--- src/spo_pkg.sv ---
`timescale 1ns / 1ps
// ----------------------------------------------------------------------------
// spo_pkg
// Shared constants and types of the smoothed pulse oscillator.
// ----------------------------------------------------------------------------
package spo_pkg;

   localparam int TABLE_BITS  = 9;
   localparam int FRAC_BITS   = 32;
   localparam int SAMPLE_BITS = 16;

   localparam int PHASE_W = TABLE_BITS + FRAC_BITS;
   localparam int LW_W    = TABLE_BITS + 16;
   localparam int CMP_W   = 34;
   localparam int RND_SH  = 31 - SAMPLE_BITS;
   localparam int DIV_W   = 31;
   localparam int CNT_W   = 5;

   localparam logic [CMP_W-1:0] LW_MAX  = (CMP_W'(1) << LW_W) - CMP_W'(1);
   localparam logic [CMP_W-1:0] TOP_POS = CMP_W'(1) << LW_W;
   localparam logic signed [31:0] PLATEAU   = 32'sd715827883;
   localparam logic signed [33:0] ONE_Q30   = 34'sd1073741824;
   localparam logic signed [33:0] RND_HALF  = 34'sd1 <<< (RND_SH - 1);
   localparam logic [31:0] RECIP3 = 32'hAAAAAAAB;

   localparam logic [31:0] PPH_RESET   = 32'd49864472;
   localparam logic [15:0] FLIM_RESET  = 16'd10000;
   localparam logic [31:0] SPH_RESET   = 32'd109951163;
   localparam logic [15:0] PW_RESET    = 16'd32768;

   localparam logic [1:0] REG_PHASE_PER_HZ = 2'd0;
   localparam logic [1:0] REG_FREQ_LIMIT   = 2'd1;
   localparam logic [1:0] REG_SLEW_PER_HZ  = 2'd2;
   localparam logic [1:0] REG_PULSE_WIDTH  = 2'd3;

   localparam logic OP_SAMPLE    = 1'b0;
   localparam logic OP_SET_PHASE = 1'b1;

   typedef enum logic [10:0] {
      ST_IDLE   = 11'b00000000001,
      ST_MULS   = 11'b00000000010,
      ST_MULP   = 11'b00000000100,
      ST_EVAL   = 11'b00000001000,
      ST_DIV    = 11'b00000010000,
      ST_SQR    = 11'b00000100000,
      ST_CUBE   = 11'b00001000000,
      ST_THIRD  = 11'b00010000000,
      ST_SMOOTH = 11'b00100000000,
      ST_INTERP = 11'b01000000000,
      ST_FINAL  = 11'b10000000000
   } state_type;

endpackage

--- src/smoothed_pulse_oscillator_top.sv ---
`timescale 1ns / 1ps
// ----------------------------------------------------------------------------
// smoothed_pulse_oscillator_top
// Band-limited pulse oscillator on a phase accumulator, smoothed ramps.
//
//   channel | ports                                  | direction
//   req     | req_valid/ready, opcode, frequency,    | in
//           | phase_value                            |
//   rsp     | rsp_valid/ready, sample                | out
//   csr     | csr_valid/ready, index, data           | in
//
// When both neighbours lie on a ramp, a sample uses two 31-step restoring
// divisions plus one shared 32x32 multiplier for slew, phase step, square,
// cube, third and interpolation. With one neighbour on a ramp it uses one
// division, with none no division. The block is ready again in the same cycle
// that rsp_valid rises; a phase load leaves it ready.
// Reset is synchronous; only control and CSR registers get documented values.
// A finished sample waits in FINAL while the previous result is unread.
// ----------------------------------------------------------------------------
module smoothed_pulse_oscillator_top (
   input  logic                                   clock,
   input  logic                                   reset,
   input  logic                                   req_valid,
   output logic                                   req_ready,
   input  logic                                   req_opcode,
   input  logic signed [31:0]                     req_frequency,
   input  logic [31:0]                            req_phase_value,
   output logic                                   rsp_valid,
   input  logic                                   rsp_ready,
   output logic signed [spo_pkg::SAMPLE_BITS-1:0] rsp_sample,
   input  logic                                   csr_valid,
   output logic                                   csr_ready,
   input  logic [1:0]                             csr_index,
   input  logic [31:0]                            csr_data
);

   localparam int PW  = spo_pkg::PHASE_W;
   localparam int CW  = spo_pkg::CMP_W;
   localparam int LWW = spo_pkg::LW_W;
   localparam int TB  = spo_pkg::TABLE_BITS;
   localparam int FB  = spo_pkg::FRAC_BITS;
   localparam int SB  = spo_pkg::SAMPLE_BITS;

   spo_pkg::state_type state_ff, state_in;

   logic [31:0] pph_ff, sph_ff;
   logic [15:0] flim_ff, pw_ff;
   logic [PW-1:0] phase_ff, phase_in, inc_ff, inc_in;
   logic [LWW-1:0] lw_ff, lw_in;
   logic pdone_ff, pdone_in;
   logic [31:0] mag_ff, mag_in, s_ff, s_in;
   logic [63:0] prod_ff;
   logic [31:0] opa, opb;
   logic nb_ff, nb_in, ok_ff, ok_in, neg_ff, neg_in;
   logic [32:0] rem_ff, rem_in;
   logic [spo_pkg::DIV_W-1:0] a_ff, a_in;
   logic [spo_pkg::CNT_W-1:0] cnt_ff, cnt_in;
   logic signed [31:0] f1_ff, f1_in, f2_ff, f2_in;
   logic rsp_valid_ff, rsp_valid_in;
   logic [SB-1:0] sample_ff, sample_in;

   logic [31:0] neg_fr, abs_fr, lim;
   logic [TB+31:0] pv_ext;
   logic [CW-1:0] pos_c, s_c, lw_c, sl_c, tn_c, pw_c, w_c;
   logic [32:0] rem_sub;
   logic ge;
   logic [31:0] m_c;
   logic signed [31:0] f_c;
   logic signed [32:0] d_c;
   logic [31:0] ad_c, p_c;
   logic signed [33:0] v_c, sum_c;
   logic [SB-1:0] q_c;
   logic out_free;

   assign req_ready  = (state_ff == spo_pkg::ST_IDLE);
   assign csr_ready  = 1'b1;
   assign rsp_valid  = rsp_valid_ff;
   assign rsp_sample = sample_ff;
   assign out_free   = !rsp_valid_ff || rsp_ready;

   always_comb begin
      neg_fr = 32'(-req_frequency);
      abs_fr = req_frequency[31] ? neg_fr : req_frequency;
      lim    = {flim_ff, 16'b0};
      pv_ext = {req_phase_value, TB'(0)};

      s_c   = CW'(s_ff);
      lw_c  = CW'(lw_ff);
      sl_c  = s_c + lw_c;
      pos_c = (CW'(phase_ff[PW-1 -: TB]) + CW'(nb_ff)) << 16;
      pw_c  = CW'(pw_ff) << 9;
      if (pw_c < s_c) begin
         w_c = s_c;
      end else if (s_c <= spo_pkg::TOP_POS && pw_c > spo_pkg::TOP_POS - s_c) begin
         w_c = spo_pkg::TOP_POS - s_c;
      end else begin
         w_c = pw_c;
      end

      rem_sub = rem_ff - {1'b0, s_ff};
      ge      = rem_ff >= {1'b0, s_ff};

      m_c = {1'b0, a_ff} - {1'b0, prod_ff[63:33]};
      f_c = neg_ff ? -$signed(m_c) : $signed(m_c);

      d_c  = {f2_ff[31], f2_ff} - {f1_ff[31], f1_ff};
      ad_c = d_c[32] ? 32'(-d_c) : d_c[31:0];
      p_c  = prod_ff[FB +: 32];
      if (!ok_ff) begin
         v_c = '0;
      end else if (d_c[32]) begin
         v_c = 34'(f1_ff) - $signed({2'b0, p_c});
      end else begin
         v_c = 34'(f1_ff) + $signed({2'b0, p_c});
      end
      sum_c = v_c + spo_pkg::ONE_Q30 + spo_pkg::RND_HALF;
      q_c   = sum_c[spo_pkg::RND_SH +: SB];
      q_c[SB-1] = ~q_c[SB-1];
   end

   always_comb begin
      opa = '0;
      opb = '0;
      case (state_ff)
         spo_pkg::ST_MULS: begin
            opa = mag_ff;
            opb = sph_ff;
         end
         spo_pkg::ST_MULP: begin
            opa = mag_ff;
            opb = pph_ff;
         end
         spo_pkg::ST_SQR: begin
            opa = 32'(a_ff);
            opb = 32'(a_ff);
         end
         spo_pkg::ST_CUBE: begin
            opa = prod_ff[61:30];
            opb = 32'(a_ff);
         end
         spo_pkg::ST_THIRD: begin
            opa = prod_ff[61:30];
            opb = spo_pkg::RECIP3;
         end
         spo_pkg::ST_INTERP, spo_pkg::ST_FINAL: begin
            opa = ad_c;
            opb = 32'(phase_ff[FB-1:0]);
         end
         default: begin
         end
      endcase
   end

   always_comb begin
      state_in     = state_ff;
      phase_in     = phase_ff;
      inc_in       = inc_ff;
      lw_in        = lw_ff;
      pdone_in     = pdone_ff;
      mag_in       = mag_ff;
      s_in         = s_ff;
      nb_in        = nb_ff;
      ok_in        = ok_ff;
      neg_in       = neg_ff;
      rem_in       = rem_ff;
      a_in         = a_ff;
      cnt_in       = cnt_ff;
      f1_in        = f1_ff;
      f2_in        = f2_ff;
      sample_in    = sample_ff;
      rsp_valid_in = rsp_valid_ff && !rsp_ready;
      tn_c         = '0;
      case (state_ff)
         spo_pkg::ST_IDLE: begin
            if (req_valid) begin
               if (req_opcode == spo_pkg::OP_SET_PHASE) begin
                  phase_in = pv_ext[(32 - FB) +: PW];
               end else begin
                  mag_in   = (abs_fr > lim) ? lim : abs_fr;
                  nb_in    = 1'b0;
                  ok_in    = 1'b1;
                  state_in = spo_pkg::ST_MULS;
               end
            end
         end
         spo_pkg::ST_MULS: begin
            state_in = spo_pkg::ST_MULP;
         end
         spo_pkg::ST_MULP: begin
            s_in     = prod_ff[63:32];
            state_in = spo_pkg::ST_EVAL;
         end
         spo_pkg::ST_EVAL: begin
            if (!nb_ff) begin
               inc_in = prod_ff[(48 - FB) +: PW];
            end
            state_in = spo_pkg::ST_SMOOTH;
            if (pos_c <= s_c) begin
               if (!nb_ff && pdone_ff) begin
                  lw_in    = (w_c > spo_pkg::LW_MAX) ? spo_pkg::LW_MAX[LWW-1:0] : w_c[LWW-1:0];
                  pdone_in = 1'b0;
               end
               tn_c = (s_c - pos_c) << 1;
               if (s_c >= tn_c) begin
                  rem_in = 33'(s_c - tn_c);
                  neg_in = 1'b0;
               end else begin
                  rem_in = 33'(tn_c - s_c);
                  neg_in = 1'b1;
               end
               if (s_ff == '0) begin
                  ok_in = 1'b0;
               end else begin
                  state_in = spo_pkg::ST_DIV;
               end
            end else if (pos_c < lw_c) begin
               neg_in = 1'b0;
               a_in   = spo_pkg::PLATEAU[spo_pkg::DIV_W-1:0];
            end else if (pos_c <= sl_c) begin
               if (!nb_ff) begin
                  pdone_in = 1'b1;
               end
               tn_c = (sl_c - pos_c) << 1;
               if (s_c >= tn_c) begin
                  rem_in = 33'(s_c - tn_c);
                  neg_in = 1'b1;
               end else begin
                  rem_in = 33'(tn_c - s_c);
                  neg_in = 1'b0;
               end
               if (s_ff == '0) begin
                  ok_in = 1'b0;
               end else begin
                  state_in = spo_pkg::ST_DIV;
               end
            end else begin
               neg_in = 1'b1;
               a_in   = spo_pkg::PLATEAU[spo_pkg::DIV_W-1:0];
            end
            cnt_in = spo_pkg::CNT_W'(spo_pkg::DIV_W - 1);
         end
         spo_pkg::ST_DIV: begin
            rem_in = {ge ? rem_sub[31:0] : rem_ff[31:0], 1'b0};
            a_in   = {a_ff[spo_pkg::DIV_W-2:0], ge};
            cnt_in = cnt_ff - spo_pkg::CNT_W'(1);
            if (cnt_ff == '0) begin
               state_in = spo_pkg::ST_SQR;
            end
         end
         spo_pkg::ST_SQR: begin
            state_in = spo_pkg::ST_CUBE;
         end
         spo_pkg::ST_CUBE: begin
            state_in = spo_pkg::ST_THIRD;
         end
         spo_pkg::ST_THIRD: begin
            state_in = spo_pkg::ST_SMOOTH;
         end
         spo_pkg::ST_SMOOTH: begin
            if (nb_ff) begin
               f2_in    = f_c;
               state_in = spo_pkg::ST_INTERP;
            end else begin
               f1_in    = f_c;
               nb_in    = 1'b1;
               state_in = spo_pkg::ST_EVAL;
            end
         end
         spo_pkg::ST_INTERP: begin
            state_in = spo_pkg::ST_FINAL;
         end
         spo_pkg::ST_FINAL: begin
            if (out_free) begin
               sample_in    = q_c;
               rsp_valid_in = 1'b1;
               phase_in     = phase_ff + inc_ff;
               state_in     = spo_pkg::ST_IDLE;
            end
         end
         default: begin
            state_in = spo_pkg::ST_IDLE;
         end
      endcase
   end

   always_ff @(posedge clock) begin
      prod_ff   <= opa * opb;
      mag_ff    <= mag_in;
      s_ff      <= s_in;
      inc_ff    <= inc_in;
      neg_ff    <= neg_in;
      rem_ff    <= rem_in;
      a_ff      <= a_in;
      cnt_ff    <= cnt_in;
      f1_ff     <= f1_in;
      f2_ff     <= f2_in;
      sample_ff <= sample_in;
      nb_ff     <= nb_in;
      ok_ff     <= ok_in;
      if (reset) begin
         state_ff     <= spo_pkg::ST_IDLE;
         phase_ff     <= '0;
         lw_ff        <= LWW'({spo_pkg::PW_RESET, 9'b0});
         pdone_ff     <= 1'b1;
         rsp_valid_ff <= 1'b0;
         pph_ff       <= spo_pkg::PPH_RESET;
         flim_ff      <= spo_pkg::FLIM_RESET;
         sph_ff       <= spo_pkg::SPH_RESET;
         pw_ff        <= spo_pkg::PW_RESET;
      end else begin
         state_ff     <= state_in;
         phase_ff     <= phase_in;
         lw_ff        <= lw_in;
         pdone_ff     <= pdone_in;
         rsp_valid_ff <= rsp_valid_in;
         if (csr_valid) begin
            case (csr_index)
               spo_pkg::REG_PHASE_PER_HZ: pph_ff  <= csr_data;
               spo_pkg::REG_FREQ_LIMIT:   flim_ff <= csr_data[15:0];
               spo_pkg::REG_SLEW_PER_HZ:  sph_ff  <= csr_data;
               spo_pkg::REG_PULSE_WIDTH: begin
                  if (csr_data[15:0] != '0) begin
                     pw_ff <= csr_data[15:0];
                  end
               end
               default: begin
               end
            endcase
         end
      end
   end

   a_busy: assert property (@(posedge clock) disable iff (reset)
      (req_valid && req_ready && req_opcode == spo_pkg::OP_SAMPLE) |=> !req_ready)
      else $error("sample transfer did not start the sequencer");

   a_load: assert property (@(posedge clock) disable iff (reset)
      (req_valid && req_ready && req_opcode == spo_pkg::OP_SET_PHASE) |=> req_ready)
      else $error("phase load left the sequencer busy");

   a_emit: assert property (@(posedge clock) disable iff (reset)
      $rose(rsp_valid_ff) |-> $past(state_ff == spo_pkg::ST_FINAL))
      else $error("result raised outside the final step");

endmodule
--- config.mk ---
export PLATFORM = sky130hd
export DESIGN_NAME = smoothed_pulse_oscillator_top
export DESIGN_NICKNAME = d
export VERILOG_FILES = /design/src/spo_pkg.sv /design/src/smoothed_pulse_oscillator_top.sv
export SDC_FILE = /design/constraint.sdc
export NUM_CORES = 2
export LEC_CHECK = 0
export BUFFER_PORTS_ARGS = -buffer_cell sky130_fd_sc_hd__buf_2
export CELL_PAD_IN_SITES_DETAIL_PLACEMENT = 0
export CELL_PAD_IN_SITES_GLOBAL_PLACEMENT = 1
export CORE_MARGIN = 4
export CORE_UTILIZATION = 43
export DETAILED_ROUTE_END_ITERATION = 8
export PLACE_DENSITY_LB_ADDON = 0.2
export SYNTH_ARGS = -nofsm -noshare
export SYNTH_HDL_FRONTEND = slang
export SYNTH_SLANG_ARGS = --single-unit
--- constraint.sdc ---
create_clock -name clock -period 33.4 [get_ports clock]
set_input_delay 1.67 -clock clock [delete_from_list [all_inputs] [get_ports clock]]
set_output_delay 1.67 -clock clock [all_outputs]
set_load 0.05 [all_outputs]
==> results.toml <==
[yosys]
synth_area_um2 = 73170
synth_xor_area_share_pct = 5.250
yosysTopAreaCell = "fa_1"
ys_warn_count = 0
synth_edf_count = 257
async_flop_share_pct = 0
synth_compound_area_share_pct = 15.29
yosysSeqAreaShare_pct = 16.65
syn_inst = 8722
synthAdderAreaFrac_pct = 36.26
synth_top_family_by_area = "adder cells"
synthTopCellsByArea = "fa_1 25%, ha_1 12%, edfxtp_1 11%"
ys_top_cells_by_count = "1329 x inv_1, 1153 x nand2_1, 904 x fa_1"
synthSimpleGateAreaFrac_pct = 16.57
ys.flop_type = "edfxtp_1"
synth.most_common_cell = "inv_1"
synth_mux_area_share_pct = 0.9901
synth_seq_cells = 480
avgSynthCellArea_um2 = 8.389
synth_fp_nets = 10400
yosysTopAreaCellShare_pct = 24.73
synth.distinct_cells = 101

[placed_design]
hpwl_mm = 229.2
place_area_um2 = 76300
gp_congestion = 0.9584
io_buffers = 121

[critical_path]
worstPathMaxFanout = 13
crit_type = "register to register"
max_stage_delay_ps = 630
crit_top_cell = "fa_1"
crit_end = "prod_ff[62]"
cp.required_ps = 33970
cp-start-kind = "register"
r2r-start = "f1_ff[0]"
cp-end-kind = "register"
startpoint = "f1_ff[0]"
r2r_slack_ps = 20180
critPathSlowestCell = "a2111oi_2"
rr_worst_depth = 43
cp.arrival_ps = 13790
reg2reg_to = "prod_ff[62]"

[routing]
wl_per_cell_um = 26.18
drt_iter0_drc = 6196
first_pass_iters = 9
routed_wl_mm = 285.8
drc = 19
ant_nets = 0
via_per_inst = 5.866
vias = 64040

[cells_and_area]
final_util_pct = 46.24
final_area_um2 = 78280
fill_cells = 16830
nNetsFinal = 10320
areaGrowthSynthToFinish_pct = 6.985
drive_above_1_share_pct = 5.572

[cts]
post_cts_resized = 0
hold_buffers = 0
clk_latency_ps = 660
htreeDepth = 2
cts_setup_buffers = 0
clk_path_buf_depth = 3
numCtsBuffers = 54
clk_pin_slew_worst_paths_ps = 60
cts_tree = "yes"
clockRootBuffer = "clkbuf_16"
cts.sinks = 480

[timing]
finalCritPeriodShare_pct = 39.59
worstMarginPinSlew_ps = 1353
setup_tns_ps = 0
period_minus_slack_ps = 13220
holdWs_ps = 404.5
finalSetupViolations = 0
skew_ps = 40.17
maxSlewHeadroom_pct = 9.772
rsz0062_at_grt = "no"
finalMaxSlewViolations = 0
hold_viol = 0
max_freq_mhz = 75.63

[floorplan]
fp-row-count = 151
fp.dieArea_um2 = 176800
ioPinCount = 123
core-area_um2 = 169300
dieWidth_um = 420.5
die_h_um = 420.5
start_util_pct = 43.22

[worst_hold_path]
hp-class = "register to register"
whs_path_depth = 0

[global_route]
grt_pass1_wl_mm = 420.9
first_global_vias = 63300
grt_max_degree = 76
antenna_found_initial = 22
grt_overflow = 0
grt_usage_pct = 32.05

[status]
status = "finished, violations left"
violations = "design-rule violations"

[flow_run]
maxCapViolations = 0

[pwr]
finalPower_w = 0.001624
leakage_nw = 36.20
power_density_nw_per_um2 = 20.74
vdd.ir_drop.worst_mv = 0.03936
cell usage in the layout, fill, tap and decap left out, types with 26 or more instances in the layout:
cell	n
buf_4	149
nand4_1	87
nor2b_1	72
a22oi_1	31
o31ai_1	49
a21o_1	230
xnor2_1	291
edfxtp_1	257
or3_1	34
a211oi_1	52
nand2_1	1152
ha_1	674
o21a_1	60
o211ai_1	33
mux2i_1	60
a221oi_1	31
a222oi_1	33
nand2b_1	73
a21oi_1	507
nand3_1	108
and4_1	29
fa_1	904
a31oi_1	64
nor3_1	98
inv_1	1329
o21ai_0	293
o22ai_1	26
xor2_1	145
clkbuf_16	59
nor2_1	728
nor4_1	39
buf_2	120
and2_1	101
dfxtp_1	223
o21bai_1	67
and3_1	56
report_power, final:
group          total, W  leakage (nW)  internal [W]  switching, W
Combinational  0.000312          31.2      0.000113      0.000199
Sequential     0.000650          4.11      0.000632     0.0000182
Clock          0.000661         0.936      0.000377      0.000284
worst min-delay path by stage:
stage                start         to  slack [ps]
3_3_place_gp   prod_ff[17]  inc_ff[1]         390
3_5_place_dp   prod_ff[24]  inc_ff[8]         390
2_1_floorplan  prod_ff[16]  inc_ff[0]         390
4_1_cts        prod_ff[24]  inc_ff[8]         400
6_report       prod_ff[17]  inc_ff[1]         400
5_1_grt        prod_ff[24]  inc_ff[8]         410
cell type report:
cell class | count | area, um^2 | area share, %
multi-input cells | 6503 | 54620 | 69.77
flip-flops and latches | 480 | 12180 | 15.56
inverters | 1333 | 5004 | 6.392
well taps | 2218 | 2775 | 3.545
repair buffers | 269 | 1719 | 2.196
clock buffers | 71 | 1582 | 2.020
clock inverters | 31 | 370.4 | 0.4731
diodes | 12 | 30.03 | 0.03836
critical path, delay by kind of cell, from the launching register on:
kind            cells  cell delay (ps)
compound gates     21             5430
xor+xnor            2              390
fa+ha+maj          11             5120
buf+inv             4              210
flops               1              390
mux                 1              210
simple gates        4             1410
per-stage QoR:
step                worst slack, ps  instances
finish                        20180      10920
global route                  19590      10910
CTS                           20380      10910
detailed placement            20430      10800
global placement              20510      10800
floorplan                     22130       8722
kinds of logic after synthesis:
family                     after synthesis
muxes                                   71
xor gates and xnor gates               437
adders and majority gates             1578
other                                    1
and+or+nand+nor                       2694
AOI/OAI and AO/OA                     1722
buffers and inverters                 1739
DFF                                    480
registers in the layout, summed over array words and instances, names as in the netlist:
register / cells
a_ff: 31
cnt_ff: 5
f1_ff: 32
f2_ff: 32
flim_ff: 16
inc_ff: 41
lw_ff: 25
mag_ff: 32
nb_ff: 1
neg_ff: 1
ok_ff: 1
pdone_ff: 1
phase_ff: 41
pph_ff: 32
prod_ff: 48
pw_ff: 16
rem_ff: 33
rsp_sample: 16
rsp_valid: 1
s_ff: 32
sph_ff: 32
state_ff: 11
metal layers:
| layer | GRT usage (%) | share of wire, % | up-vias |
|---|---|---|---|
| li1 | - | - | 28650 |
| met1 | 43.33 | 42 | 32190 |
| met2 | 49.49 | 44 | 2628 |
| met3 | 5.978 | 8.5 | 567 |
| met4 | 15.47 | 5.9 | 4 |
| met5 | 0 | 0.0091 | - |
Power figures use the tool's default switching activity.
